## src/rtl/core/tgarle_pkg.sv

```systemverilog
// shared types and constants for the tga run-length pixel decoder
package tgarle_pkg;

   // packet header split point: below this a raw packet, else a run
   localparam logic [7:0] RUN_FLAG_VALUE = 8'd128;
   localparam logic [7:0] RUN_BIAS       = 8'd127;

   // index of the last byte of a pixel for each pixel size
   localparam logic [1:0] LAST_IDX_24 = 2'd2;
   localparam logic [1:0] LAST_IDX_32 = 2'd3;

   // configuration register indexes
   localparam logic CSR_PIXEL_COUNT = 1'b0;
   localparam logic CSR_FOUR_BYTE   = 1'b1;

   // one decoded pixel or run, as it travels from front to back
   typedef struct packed {
      logic       clipped;
      logic       image_done;
      logic [7:0] repeat_res;
      logic [7:0] alpha;
      logic [7:0] blue;
      logic [7:0] green;
      logic [7:0] red;
   } pixel_item_type;

endpackage

```

## src/rtl/core/tga_rle_pixel_decoder.sv

```systemverilog
// top level of the tga run-length pixel decoder
//
// Usage:
//   req_* carries the coded pixel stream of a TGA image, one byte per request
//   (packet headers and BGR or BGRA colour bytes). rsp_* returns one result per
//   decoded pixel or run: RGBA colour, a repeat count of 1 to 128, tlast when
//   the image's pixel count is reached and tuser when that packet was cut.
//   csr_* writes the pixel count (index 0) and the pixel size (index 1, set for
//   four-byte pixels); write only while no request is in flight.
// Throughput: one request per cycle while the queue has room, set by the
//   front-end state update; header bytes and leading colour bytes give no
//   result. A pixel's result goes from the front into the queue and from
//   the queue into the output register before rsp_tvalid rises.
// Reset: decoding state clears, the next byte is taken as a packet header,
//   pixel count returns to 1 and the pixel size to three bytes.
// Stall: when rsp_tready is low the output register and then the queue fill;
//   req_tready drops once the queue is full and rises again as results drain.
module tga_rle_pixel_decoder import tgarle_pkg::*; #(
   parameter int QUEUE_DEPTH = 2
) (
   input  logic        clock,
   input  logic        reset,
   // request: data_byte
   input  logic        req_tvalid,
   output logic        req_tready,
   input  logic [7:0]  req_tdata,
   // response: red, green, blue, alpha, repeat_res
   output logic        rsp_tvalid,
   input  logic        rsp_tready,
   output logic [39:0] rsp_tdata,
   output logic        rsp_tlast,
   // response flag: clipped
   output logic        rsp_tuser,
   // configuration write
   input  logic        csr_valid,
   output logic        csr_ready,
   input  logic        csr_index,
   input  logic [31:0] csr_data
);

   logic [31:0]    pixel_count_ff;
   logic           four_byte_ff;
   logic           front_valid;
   logic           front_ready;
   pixel_item_type front_item;
   logic           queue_valid;
   logic           queue_ready;
   pixel_item_type queue_item;

   // configuration registers
   assign csr_ready = 1'b1;

   always_ff @(posedge clock) begin
      if (reset) begin
         pixel_count_ff <= 32'd1;
         four_byte_ff   <= 1'b0;
      end else if (csr_valid && csr_ready) begin
         unique case (csr_index)
            CSR_PIXEL_COUNT: pixel_count_ff <= csr_data;
            CSR_FOUR_BYTE:   four_byte_ff   <= csr_data[0];
            default:         pixel_count_ff <= pixel_count_ff;
         endcase
      end
   end

   // header parsing and pixel assembly
   tgarle_front u_front (
      .clock            (clock),
      .reset            (reset),
      .byte_valid       (req_tvalid),
      .byte_ready       (req_tready),
      .data_byte        (req_tdata),
      .pixel_count      (pixel_count_ff),
      .four_byte_pixels (four_byte_ff),
      .item_valid       (front_valid),
      .item_ready       (front_ready),
      .item             (front_item)
   );

   // decoupling queue
   tgarle_queue #(
      .DEPTH (QUEUE_DEPTH)
   ) u_queue (
      .clock      (clock),
      .reset      (reset),
      .push_valid (front_valid),
      .push_ready (front_ready),
      .push_item  (front_item),
      .pop_valid  (queue_valid),
      .pop_ready  (queue_ready),
      .pop_item   (queue_item)
   );

   // output register
   tgarle_back u_back (
      .clock      (clock),
      .reset      (reset),
      .item_valid (queue_valid),
      .item_ready (queue_ready),
      .item       (queue_item),
      .rsp_tvalid (rsp_tvalid),
      .rsp_tready (rsp_tready),
      .rsp_tdata  (rsp_tdata),
      .rsp_tlast  (rsp_tlast),
      .rsp_tuser  (rsp_tuser)
   );

endmodule

```

## src/rtl/core/tgarle_front.sv

```systemverilog
// front end: packet header parsing, pixel assembly and image-end clipping
module tgarle_front import tgarle_pkg::*; (
   input  logic           clock,
   input  logic           reset,
   input  logic           byte_valid,
   output logic           byte_ready,
   input  logic [7:0]     data_byte,
   input  logic [31:0]    pixel_count,
   input  logic           four_byte_pixels,
   output logic           item_valid,
   input  logic           item_ready,
   output pixel_item_type item
);

   logic        expect_header_ff, expect_header_in;
   logic        run_packet_ff, run_packet_in;
   logic [7:0]  packet_left_ff, packet_left_in;
   logic [1:0]  byte_in_pixel_ff, byte_in_pixel_in;
   logic [23:0] colour_hold_ff, colour_hold_in;
   logic [31:0] pixels_done_ff, pixels_done_in;

   logic        accept;
   logic [1:0]  last_idx;
   logic        final_byte;
   logic [23:0] colour_final;
   logic [7:0]  alpha_final;
   logic [31:0] total;
   logic [31:0] remaining;
   logic [7:0]  count_raw;
   logic [7:0]  count;
   logic        done;
   logic [7:0]  leftover;

   // a request is taken whenever the queue has room
   assign byte_ready = item_ready;
   assign accept     = byte_valid && byte_ready;

   assign last_idx   = four_byte_pixels ? LAST_IDX_32 : LAST_IDX_24;
   assign final_byte = !expect_header_ff && (byte_in_pixel_ff >= last_idx);

   // colour of a finished pixel, red taken from the last byte in 24-bit mode
   always_comb begin
      if (four_byte_pixels) begin
         colour_final = colour_hold_ff;
         alpha_final  = data_byte;
      end else begin
         colour_final = {data_byte, colour_hold_ff[15:0]};
         alpha_final  = 8'd0;
      end
   end

   // repeat count against what is left of the image
   always_comb begin
      total     = (pixel_count == 32'd0) ? 32'd1 : pixel_count;
      remaining = (total > pixels_done_ff) ? (total - pixels_done_ff) : 32'd1;
      count_raw = run_packet_ff ? packet_left_ff : 8'd1;
      if (count_raw == 8'd0) begin
         count_raw = 8'd1;
      end
      done  = ({24'd0, count_raw} >= remaining);
      count = done ? remaining[7:0] : count_raw;
      leftover = (packet_left_ff > count) ? (packet_left_ff - count) : 8'd0;
   end

   // result toward the queue
   always_comb begin
      item.red        = colour_final[23:16];
      item.green      = colour_final[15:8];
      item.blue       = colour_final[7:0];
      item.alpha      = alpha_final;
      item.repeat_res = count;
      item.image_done = done;
      item.clipped    = done && (leftover != 8'd0);
   end
   assign item_valid = accept && final_byte;

   // decoder state update
   always_comb begin
      expect_header_in = expect_header_ff;
      run_packet_in    = run_packet_ff;
      packet_left_in   = packet_left_ff;
      byte_in_pixel_in = byte_in_pixel_ff;
      colour_hold_in   = colour_hold_ff;
      pixels_done_in   = pixels_done_ff;
      if (accept) begin
         if (expect_header_ff) begin
            run_packet_in    = (data_byte >= RUN_FLAG_VALUE);
            packet_left_in   = (data_byte >= RUN_FLAG_VALUE) ? (data_byte - RUN_BIAS)
                                                             : (data_byte + 8'd1);
            byte_in_pixel_in = 2'd0;
            expect_header_in = 1'b0;
         end else if (!final_byte) begin
            unique case (byte_in_pixel_ff)
               2'd0:    colour_hold_in[7:0]   = data_byte;
               2'd1:    colour_hold_in[15:8]  = data_byte;
               default: colour_hold_in[23:16] = data_byte;
            endcase
            byte_in_pixel_in = byte_in_pixel_ff + 2'd1;
         end else begin
            byte_in_pixel_in = 2'd0;
            colour_hold_in   = 24'd0;
            if (done) begin
               pixels_done_in   = 32'd0;
               packet_left_in   = 8'd0;
               expect_header_in = 1'b1;
            end else begin
               pixels_done_in   = pixels_done_ff + {24'd0, count};
               packet_left_in   = leftover;
               expect_header_in = (leftover == 8'd0);
            end
         end
      end
   end

   always_ff @(posedge clock) begin
      if (reset) begin
         expect_header_ff <= 1'b1;
         run_packet_ff    <= 1'b0;
         packet_left_ff   <= 8'd0;
         byte_in_pixel_ff <= 2'd0;
         colour_hold_ff   <= 24'd0;
         pixels_done_ff   <= 32'd0;
      end else begin
         expect_header_ff <= expect_header_in;
         run_packet_ff    <= run_packet_in;
         packet_left_ff   <= packet_left_in;
         byte_in_pixel_ff <= byte_in_pixel_in;
         colour_hold_ff   <= colour_hold_in;
         pixels_done_ff   <= pixels_done_in;
      end
   end

endmodule

```

## src/rtl/core/tgarle_queue.sv

```systemverilog
// short queue of decoded pixels between front and back
module tgarle_queue import tgarle_pkg::*; #(
   parameter int DEPTH = 2
) (
   input  logic           clock,
   input  logic           reset,
   input  logic           push_valid,
   output logic           push_ready,
   input  pixel_item_type push_item,
   output logic           pop_valid,
   input  logic           pop_ready,
   output pixel_item_type pop_item
);

   localparam int PTR_W = (DEPTH > 1) ? $clog2(DEPTH) : 1;
   localparam int CNT_W = $clog2(DEPTH + 1);
   localparam logic [PTR_W-1:0] LAST_PTR = PTR_W'(DEPTH - 1);
   localparam logic [CNT_W-1:0] FULL_CNT = CNT_W'(DEPTH);

   pixel_item_type   entry_ff [DEPTH];
   logic [PTR_W-1:0] wr_ptr_ff, wr_ptr_in;
   logic [PTR_W-1:0] rd_ptr_ff, rd_ptr_in;
   logic [CNT_W-1:0] count_ff, count_in;
   logic             push;
   logic             pop;

   assign push_ready = (count_ff != FULL_CNT);
   assign pop_valid  = (count_ff != '0);
   assign pop_item   = entry_ff[rd_ptr_ff];
   assign push       = push_valid && push_ready;
   assign pop        = pop_valid && pop_ready;

   // pointer wrap and fill count
   always_comb begin
      wr_ptr_in = wr_ptr_ff;
      rd_ptr_in = rd_ptr_ff;
      count_in  = count_ff;
      if (push) begin
         wr_ptr_in = (wr_ptr_ff == LAST_PTR) ? '0 : wr_ptr_ff + 1'b1;
      end
      if (pop) begin
         rd_ptr_in = (rd_ptr_ff == LAST_PTR) ? '0 : rd_ptr_ff + 1'b1;
      end
      if (push && !pop) begin
         count_in = count_ff + 1'b1;
      end else if (pop && !push) begin
         count_in = count_ff - 1'b1;
      end
   end

   always_ff @(posedge clock) begin
      if (reset) begin
         wr_ptr_ff <= '0;
         rd_ptr_ff <= '0;
         count_ff  <= '0;
      end else begin
         wr_ptr_ff <= wr_ptr_in;
         rd_ptr_ff <= rd_ptr_in;
         count_ff  <= count_in;
      end
   end

   // entry storage
   always_ff @(posedge clock) begin
      if (push) begin
         entry_ff[wr_ptr_ff] <= push_item;
      end
   end

endmodule

```

## src/rtl/core/tgarle_back.sv

```systemverilog
// back end: registered result stage that drives the response channel
module tgarle_back import tgarle_pkg::*; (
   input  logic           clock,
   input  logic           reset,
   input  logic           item_valid,
   output logic           item_ready,
   input  pixel_item_type item,
   output logic           rsp_tvalid,
   input  logic           rsp_tready,
   output logic [39:0]    rsp_tdata,
   output logic           rsp_tlast,
   output logic           rsp_tuser
);

   logic           valid_ff, valid_in;
   pixel_item_type data_ff;

   // load a new result when the stage is empty or being drained
   assign item_ready = !valid_ff || rsp_tready;
   assign valid_in   = item_ready ? item_valid : valid_ff;

   always_ff @(posedge clock) begin
      if (reset) begin
         valid_ff <= 1'b0;
      end else begin
         valid_ff <= valid_in;
      end
   end

   always_ff @(posedge clock) begin
      if (item_ready && item_valid) begin
         data_ff <= item;
      end
   end

   // pack the response
   assign rsp_tvalid = valid_ff;
   assign rsp_tdata  = {data_ff.repeat_res, data_ff.alpha, data_ff.blue,
                        data_ff.green, data_ff.red};
   assign rsp_tlast  = data_ff.image_done;
   assign rsp_tuser  = data_ff.clipped;

endmodule

```

## config.mk

```make
export PLATFORM = sky130hd
export DESIGN_NAME = tga_rle_pixel_decoder
export DESIGN_NICKNAME = d
export VERILOG_FILES = /design/src/rtl/core/tgarle_pkg.sv /design/src/rtl/core/tga_rle_pixel_decoder.sv /design/src/rtl/core/tgarle_front.sv /design/src/rtl/core/tgarle_queue.sv /design/src/rtl/core/tgarle_back.sv
export SDC_FILE = /design/constraint.sdc
export NUM_CORES = 1
export LEC_CHECK = 0
export BUFFER_PORTS_ARGS = -buffer_cell sky130_fd_sc_hd__buf_2
export CORE_UTILIZATION = 63
export CTS_BUF_LIST = sky130_fd_sc_hd__clkbuf_4 sky130_fd_sc_hd__clkbuf_8
export DETAILED_ROUTE_END_ITERATION = 6
export PLACE_DENSITY = 0.83
export SETUP_SLACK_MARGIN = 0.3
export SLEW_MARGIN = 10
export SYNTH_ARGS = -nofsm -noshare
export SYNTH_HDL_FRONTEND = slang
export SYNTH_SLANG_ARGS = --single-unit
```

## constraint.sdc

```tcl
create_clock -name clock -period 20.4 [get_ports clock]
set_clock_uncertainty 0.2 [all_clocks]
set_input_delay 4.08 -clock clock [delete_from_list [all_inputs] [get_ports clock]]
set_output_delay 4.08 -clock clock [all_outputs]
set_load 0.1 [all_outputs]
```

==> results.toml, run 1 <==
[critical_path]
path_common_cell = "o21ai_0"
path_max_fanout = 28
worstReg2RegEnd = "u_front.pixels_done_ff[25]$_SDFFE_PP0P_"
max_stage_delay_ns = 0.99
slowest_stage = "a41oi_1"
end_kind = "register"
worstSetupStartpoint = "pixel_count_ff[16]$_SDFFE_PP0P_"
r2r_slack_ns = 11.53
critical_path_class = "register to register"
start_kind = "register"
r2r_cells = 35
cp_data_arrival_time_ns = 9.06
worstReg2RegStart = "pixel_count_ff[16]$_SDFFE_PP0P_"
required_ns = 20.59

[run]
maxCapViolations = 0

[logic_synthesis]
synthCells = 1252
synth-async-reset-ratio = 0
ys_top_cells_by_count = "nand2_1, edfxtp_1, dfxtp_1"
netlist.top_cell.by_area = "edfxtp_1"
syn-cell-area_um2 = 12500
synth_edf_count = 126
yosys_warnings = 0
seq_area_frac_synth = 0.472
yosys.area.top_type_share = 0.303
synth_nets = 1363
syn_area_per_cell_um2 = 9.99
yosysMostFrequentCell = "nand2_1"
ys_ff_latch = 232
synth_cell_types = 79
synth_ff_type = "edfxtp_1"
yosys-top-cells-area = "edfxtp_1, dfxtp_1, ha_1, nand2_1, mux2_2"

[clock_tree]
cts_resized = 0
hold_buffers = 0
cts_tree = "yes"
clk_latency_ns = 0.55
cts.path.max_buffers = 3
clk_pin_slew_worst_paths_ns = 0.06
cts_sinks = 232
clockRootBuffer = "clkbuf_8"
post-cts-setup-buffers = 0
cts_made_buffers = 37
h-tree-depth = 2

[timing]
worst_slack_ns = 11.53
post-route-period-util = 0.435
report.final.slew_viol_count = 0
period_needed_ns = 8.87
tns_ns = 0
slew_headroom = 0.184
hold_viol_final = 0
grt_setup_unrepaired = "no"
max_freq_ghz = 0.113
setup_viol = 0
max_slew.worst_pin.slew_ns = 1.21

[global_route]
grt_first_pass_wirelength_um = 46000
grt.met1_usage = 0.373
grt_use_met3 = 0.0436
use_met2 = 0.491
gr-max-usage-layer = "met2"
grt_max_degree = 87
grt_pass1_vias = 9127
grt-ovfl-total = 0
grt_usage = 0.289
antenna_found_initial = 0

[drt]
wirelength_um = 28500
postRouteAntennaNets = 0
drt-pass1-iter-count = 5
vias_per_cell = 5.95
route.detailed.drc = 0
wl_per_cell_um = 17.9
drtIter0Drc = 695
vias = 9486

[min_path]
whs_endpoint = "u_queue.entry_ff[1][12]$_DFFE_PP_"
hp-class = "register to register"
holdPathStages = 0
min_from = "u_front.colour_hold_ff[12]$_SDFFE_PP0P_"

[layout]
nets = 1413
drive_gt1_frac = 0.181
antenna_cells = 0
synthToLayoutAreaGrowth_pct = 9.97

[power_and_ir_drop]
p_switching_w = 0.000599
powerDensity_nw_per_um2 = 112
pwr-share-comb = 0.344
clockPowerShare = 0.270
p_int_w = 0.000947
ir_drop_mv = 0.0651
p_leak_nw = 5.29
switching_share = 0.387
pwr-share-seq = 0.386

[placed_design]
dp_hpwl_um = 20300
io_buffers = 89
post-place-ws_ns = 11.72
gp_congestion = 0.944

[die]
ioPinCount = 91
coreArea_um2 = 19500
die_w_um = 143
num_rows = 51
initial_utilization = 0.642
die_h_um = 143
floorplan.die_area_um2 = 20400

[outcome]
status = "finished clean"
-- metrics by stage --
stage / util / hold slack [ns] / area (um^2) / instances / power, W
final: 0.706 / 0.253 / 13700 / 1595 / 0.00155
after global routing: 0.706 / 0.264 / 13700 / 1595 / 0.00161
after CTS: 0.706 / 0.254 / 13700 / 1595 / 0.00155
after detailed placement: 0.666 / 0.242 / 13000 / 1528 / 0.00113
after global placement: 0.666 / 0.230 / 13000 / 1528 / 0.00112
after floorplan: - / 0.225 / 12500 / 1252 / 0.00104
-- cell type report --
type | instances | area, um^2
clock buffers | 56 | 664
clock inverters | 11 | 120
fillers | 1428 | 5710
inverters | 58 | 218
multi-input cells | 874 | 5990
flip-flops and latches | 232 | 5910
well taps | 265 | 332
repair buffers | 99 | 520
-- logic make-up after synthesis --
family          after synthesis  share of synthesized area
compound gates              230                      0.121
xor+xnor                     59                     0.0413
other cells                   1                   0.000300
flops                       232                      0.472
buf+inv                     146                     0.0496
simple gates                430                      0.170
fa+ha+maj                    65                     0.0669
mux                          89                     0.0789
-- worst max-delay path, delay by kind of cell (launching register included) --
kind | cells | cell delay, ns
AOI/OAI and AO/OA | 15 | 3.79
xor gates and xnor gates | 1 | 0.22
adders and majority gates | 4 | 1.04
and+or+nand+nor | 13 | 2.51
muxes | 1 | 0.54
buffers and inverters | 1 | 0.06
DFF | 1 | 0.32
-- sequential cells by signal (all words and copies together) (netlist names) --
signal,count
four_byte_ff,1
pixel_count_ff,32
u_back.rsp_tdata,40
u_back.rsp_tlast,1
u_back.rsp_tuser,1
u_back.rsp_tvalid,1
u_front.byte_in_pixel_ff,2
u_front.colour_hold_ff,24
u_front.expect_header_ff,1
u_front.packet_left_ff,8
u_front.pixels_done_ff,32
u_front.run_packet_ff,1
u_queue.count_ff,2
u_queue.entry_ff,84
u_queue.rd_ptr_ff,1
u_queue.wr_ptr_ff,1
-- worst max path at each step --
stage	endpoint	slack, ns	depth (start not counted)
CTS	u_front.pixels_done_ff[25]$_SDFFE_PP0P_	11.68	35
floorplan	u_front.expect_header_ff$_SDFFE_PP1P_	13.42	39
finish	u_front.pixels_done_ff[25]$_SDFFE_PP0P_	11.53	35
detailed placement	u_front.pixels_done_ff[25]$_SDFFE_PP0P_	11.72	35
global route	u_front.pixels_done_ff[25]$_SDFFE_PP0P_	10.81	35
global placement	u_front.pixels_done_ff[31]$_SDFFE_PP0P_	12.03	35
-- metal layers --
layer	up-vias	wire length, um
li1	4579	-
met1	4526	12400
met2	318	13800
met3	63	1450
met4	0	821
met5	-	0
-- power by group through the flow --
| stage | Sequential (W) | Clock [W] | Combinational (W) |
|---|---|---|---|
| 2_1_floorplan | 0.000761 | 0 | 0.000276 |
| 3_3_place_gp | 0.000604 | 0 | 0.000518 |
| 3_5_place_dp | 0.000606 | 0 | 0.000524 |
| 4_1_cts | 0.000597 | 0.000424 | 0.000527 |
| 5_1_grt | 0.000603 | 0.000443 | 0.000566 |
| 6_report | 0.000597 | 0.000417 | 0.000532 |
-- cells in the final DEF, fill, tap and decap left out, drive strengths merged, types with 12 or more instances in the layout --
| master | synthesis | final |
|---|---|---|
| a21o | 16 | 16 |
| a21oi | 91 | 91 |
| and2 | 21 | 21 |
| buf | 21 | 99 |
| clkbuf | 67 | 56 |
| dfxtp | 106 | 106 |
| edfxtp | 126 | 126 |
| ha | 62 | 62 |
| inv | 58 | 59 |
| mux2 | 55 | 55 |
| mux2i | 34 | 34 |
| nand2 | 145 | 145 |
| nand2b | 12 | 12 |
| nand3 | 23 | 23 |
| nand4 | 26 | 26 |
| nor2 | 90 | 90 |
| nor2b | 13 | 13 |
| nor3 | 39 | 39 |
| nor4 | 19 | 19 |
| o21ai | 49 | 49 |
| xnor2 | 38 | 38 |
| xor2 | 21 | 21 |
No activity file was read; power rests on OpenSTA's default activity.
==> run 2: changes to the inputs <==
- CORE_UTILIZATION: 63 -> 57
- PLACE_DENSITY: 0.83 -> 0.79
- clock period: 20.4 -> 7.6 ns (I/O delays scaled with it)
==> run 2 against run 1 <==
Net effect: register-to-register slack got worse by 11 ns; routed wire length increased by 8.5%; utilization decreased by 2.9 points; critical path type unchanged; critical endpoint is now u_front.expect_header_ff$_SDFFE_PP1P_; highest routed layer unchanged.
==> results.toml, run 2 (synthesis gave the netlist of run 1 again) <==
[placed_design]
gp_congestion = 0.962
dp_hpwl_um = 21000
post-place-ws_ns = -0.0651
io_buffers = 89
dpl.cell_count = 1549

[power_and_ir_drop]
ir_drop_mv = 0.183
p_int_w = 0.00268
p_switching_w = 0.00170
clockPowerShare = 0.276
switching_share = 0.389
pwr-share-comb = 0.364
p_leak_nw = 5.53
pwr-share-seq = 0.360
powerDensity_nw_per_um2 = 304

[drt]
drtIter0Drc = 891
wl_per_cell_um = 18.9
route.detailed.drc = 0
vias_per_cell = 5.99
wirelength_um = 31000
postRouteAntennaNets = 0
drt-pass1-iter-count = 5
vias = 9826

[global_route]
grt_usage = 0.275
grt_first_pass_wirelength_um = 48200
grt_pass1_vias = 9320
antenna_found_initial = 0
grt_max_degree = 89
grt-ovfl-total = 0

[clock_tree]
cts.path.max_buffers = 3
cts_made_buffers = 38
clk_pin_slew_worst_paths_ns = 0.06
clk_latency_ns = 0.56
clockRootBuffer = "clkbuf_8"
cts_tree = "yes"
cts_sinks = 232
h-tree-depth = 2

[critical_path]
end_kind = "register"
max_stage_delay_ns = 0.57
cp_data_arrival_time_ns = 7.82
path_max_fanout = 7
path_common_cell = "o21ai_2"
r2r_cells = 36
start_kind = "register"
slowest_stage = "or4_1"
critical_path_class = "register to register"
required_ns = 7.86

[die]
die_h_um = 150
coreArea_um2 = 21300
num_rows = 53
initial_utilization = 0.587
die_w_um = 150
ioPinCount = 91
floorplan.die_area_um2 = 22500

[timing]
slew_headroom = 0.270
setup_viol = 0
max_freq_ghz = 0.132
max_slew.worst_pin.slew_ns = 1.10
hold_viol_final = 0
report.final.slew_viol_count = 0
tns_ns = 0
post-route-period-util = 0.995
period_needed_ns = 7.56
worst_slack_ns = 0.0387
grt_setup_unrepaired = "yes"
fin_hold_ws_ns = 0.243

[layout]
final-seq-area_um2 = 5910
drive_gt1_frac = 0.240
nets = 1446
finalNonFillerCells = 1640
largest_reg_flops = 84
final_cell_mix = "nand2_1, edfxtp_1, dfxtp_1"
synthToLayoutAreaGrowth_pct = 15.3
n_fill_cell = 1573
multiInputGateArea_um2 = 6300
antenna_cells = 0
regMostFlops = "u_queue.entry_ff"
final_common_cell = "nand2_1"
utilization = 0.677

[outcome]
status = "finished clean"

[run]
maxCapViolations = 0

[min_path]
hp-class = "register to register"
holdPathStages = 0
==> run 2: cell count changes in the layout (fill, tap and decap cells not counted), sizes merged <==
cell / delta
bufinv: +1
buf: +31
clkbuf: -1
clkinv: +1
a41oi: +1
clkinvlp: +2
==> run 2: layout make-up <==
cell class,instances,share of cell area
clock buffer,55,0.0473
clock inverter,15,0.0117
inverter,58,0.0151
multi-input combinational,875,0.437
sequential,232,0.410
tap,275,0.0239
timing repair buffer,130,0.0544
==> run 2: final timing paths <==
path	from	endpoint	slack, ns
hold / removal	u_front.colour_hold_ff[5]$_SDFFE_PP0P_	u_queue.entry_ff[1][21]$_DFFE_PP_	0.24
setup / recovery	pixel_count_ff[17]$_SDFFE_PP0P_	u_front.expect_header_ff$_SDFFE_PP1P_	0.04
setup reg to reg	pixel_count_ff[17]$_SDFFE_PP0P_	u_front.expect_header_ff$_SDFFE_PP1P_	0.04
hold reg to reg	u_front.colour_hold_ff[5]$_SDFFE_PP0P_	u_queue.entry_ff[1][21]$_DFFE_PP_	0.24
==> run 2: metal layers <==
metal	wire (um)	part of all wire	track usage
met5	0	0	0
met4	1180	0.038	0.129
met3	1870	0.060	0.0473
met2	14900	0.48	0.454
met1	13000	0.42	0.352
==> run 2: what timing repair did <==
action / 4_1_cts / 5_1_grt
cloned: 1 / 1
buffers inserted: 1 / 18
hold endpoints to repair: 0 / 0
pin swaps: 5 / 51
endpoints found under the setup margin: 35 / 36
resized for setup: 19 / 57
hold buffers: 0 / 0
==> run 2: metrics by stage <==
| stage | cell area (um^2) | power, W |
|---|---|---|
| floorplan | 12500 | 0.00278 |
| global placement | 13100 | 0.00303 |
| detailed placement | 13100 | 0.00306 |
| CTS | 14000 | 0.00429 |
| global route | 14400 | 0.00455 |
| finish | 14400 | 0.00438 |
==> run 2: power by group through the flow <==
stage          Combinational (W)  Sequential, W  Clock (W)
6_report                 0.00159        0.00157    0.00121
5_1_grt                  0.00168        0.00159    0.00128
4_1_cts                  0.00149        0.00157    0.00122
3_5_place_dp             0.00146        0.00160          0
3_3_place_gp             0.00144        0.00159          0
2_1_floorplan           0.000740        0.00204          0
==> run 2: worst max-delay path, delay by kind of cell, from the launching register on <==
kind                       cells  cell delay (ns)
AOI/OAI and AO/OA             11             1.98
xor gates and xnor gates       1             0.30
adders and majority gates      4             0.93
buffers and inverters          2             0.24
DFF                            1             0.33
muxes                          1             0.30
and+or+nand+nor               17             3.16
==> run 3: changes to the inputs <==
- GPL_TIMING_DRIVEN: unset -> 0
==> run 3 against run 2 <==
Net effect: the run now ends with setup timing left; cell area is 7.9% higher; largest cell class unchanged; critical path type unchanged; combinational power is 14% higher; sequential power hardly changed; highest routed layer unchanged; routed wire length is 13% higher; via count is 8.2% higher; die area stayed put; global-route usage is 2.2 points higher.
==> results.toml, run 3 (synthesis gave the netlist of run 1 again) <==
[global_route]
grt-ovfl-total = 0
grt_pass1_vias = 10400
antenna_found_initial = 1
grt_max_degree = 44
grt_first_pass_wirelength_um = 52100
grt_usage = 0.298

[timing]
max_freq_ghz = 0.127
fin_hold_ws_ns = 0.238
report.final.slew_viol_count = 0
setup_viol = 26
worst_slack_ns = -0.261
grt_setup_unrepaired = "yes"
hold_viol_final = 0
period_needed_ns = 7.86
slew_headroom = 0.359
max_slew.worst_pin.slew_ns = 0.954
post-route-period-util = 1.03

[drt]
route.detailed.drc = 0
postRouteAntennaNets = 0
drtIter0Drc = 1025
wirelength_um = 34900
vias = 10600
vias_per_cell = 6.07
wl_per_cell_um = 19.9
drt-pass1-iter-count = 6

[power_and_ir_drop]
ir_drop_mv = 0.243
p_leak_nw = 6.03
powerDensity_nw_per_um2 = 299
p_total_w = 0.00465

[die]
num_rows = 53
floorplan.die_area_um2 = 22500
ioPinCount = 91
coreArea_um2 = 21300
die_w_um = 150
die_h_um = 150
initial_utilization = 0.587

[clock_tree]
hold_buffers = 0
clk_latency_ns = 0.58
cts_sinks = 232
h-tree-depth = 2
cts_tree = "yes"
cts.path.max_buffers = 3
clk_pin_slew_worst_paths_ns = 0.07
clockRootBuffer = "clkbuf_8"
cts_made_buffers = 40

[placed_design]
dpl.cell_count = 1620
gp_congestion = 0.952
io_buffers = 88
dp_hpwl_um = 22200
placed_cell_area_um2 = 13400

[layout]
final_cell_area_um2 = 15500
final_cell_mix = "nand2_1, edfxtp_1, dfxtp_1"
regMostFlops = "u_queue.entry_ff"
final_common_cell = "nand2_1"
synthToLayoutAreaGrowth_pct = 24.3
drive_gt1_frac = 0.283
nets = 1554
finalNonFillerCells = 1751
largest_reg_flops = 84

[critical_path]
max_stage_delay_ns = 0.56
end_kind = "register"
cp_data_arrival_time_ns = 8.17
critical_path_class = "register to register"
required_ns = 7.91
path_max_fanout = 6
crit_buf_inv = 5
slowest_stage = "or4_4"
start_kind = "register"
crit_family = "simple AND/OR/NAND/NOR gates"

[min_path]
hp-class = "register to register"

[outcome]
status = "finished, violations left"
violations = "setup timing"

[run]
maxCapViolations = 0
[run 3: metal layers]
metal | vias up | GRT usage | share of wire
li1 | 4875 | - | -
met1 | 5123 | 0.358 | 0.40
met2 | 500 | 0.525 | 0.50
met3 | 137 | 0.0467 | 0.061
met4 | 0 | 0.131 | 0.042
met5 | - | 0 | 0
[run 3: final timing paths]
check | depth (start not counted) | end | from | slack, ns
worst min register to register | 0 | u_queue.entry_ff[1][18]$_DFFE_PP_ | u_front.colour_hold_ff[2]$_SDFFE_PP0P_ | 0.24
worst min-delay path | 0 | u_queue.entry_ff[1][18]$_DFFE_PP_ | u_front.colour_hold_ff[2]$_SDFFE_PP0P_ | 0.24
worst max register to register | 39 | u_front.expect_header_ff$_SDFFE_PP1P_ | pixel_count_ff[28]$_SDFFE_PP0P_ | -0.26
worst max-delay path | 39 | u_front.expect_header_ff$_SDFFE_PP1P_ | pixel_count_ff[28]$_SDFFE_PP0P_ | -0.26
[run 3: final cells by class]
class                           count  area (um^2)
Multi-Input combinational cell    874         6690
Tap cell                          275          344
Antenna cell                        1         2.50
Clock inverter                     11          133
Timing Repair Buffer              149         1010
Inverter                           58          218
Clock buffer                       63          786
Sequential cell                   232         5910
Fill cell                        1382         5740
Buffer                             88          444
[run 3: report_power, final]
part / total [W] / internal (W) / switching (W)
Combinational: 0.00181 / 0.000596 / 0.00121
Clock: 0.00128 / 0.000738 / 0.000546
Sequential: 0.00156 / 0.00149 / 0.0000657
Total: 0.00465 / 0.00283 / 0.00182
[run 3: what timing repair did]
item	in CTS	in global routing
resized for setup	99	54
pin swaps	55	62
cloned	1	0
setup buffers	37	18
hold endpoints to repair	0	0
endpoints found under the setup margin	40	38
[run 3: per-stage QoR]
stage / setup slack, ns / utilization / setup TNS (ns)
5_1_grt: -0.455 / 0.730 / -10.98
4_1_cts: -0.0414 / 0.709 / -0.0414
3_3_place_gp: -1.45 / 0.624 / -41.00
6_report: -0.261 / 0.730 / -2.47
2_1_floorplan: 0.620 / - / 0
3_5_place_dp: -1.43 / 0.629 / -41.35
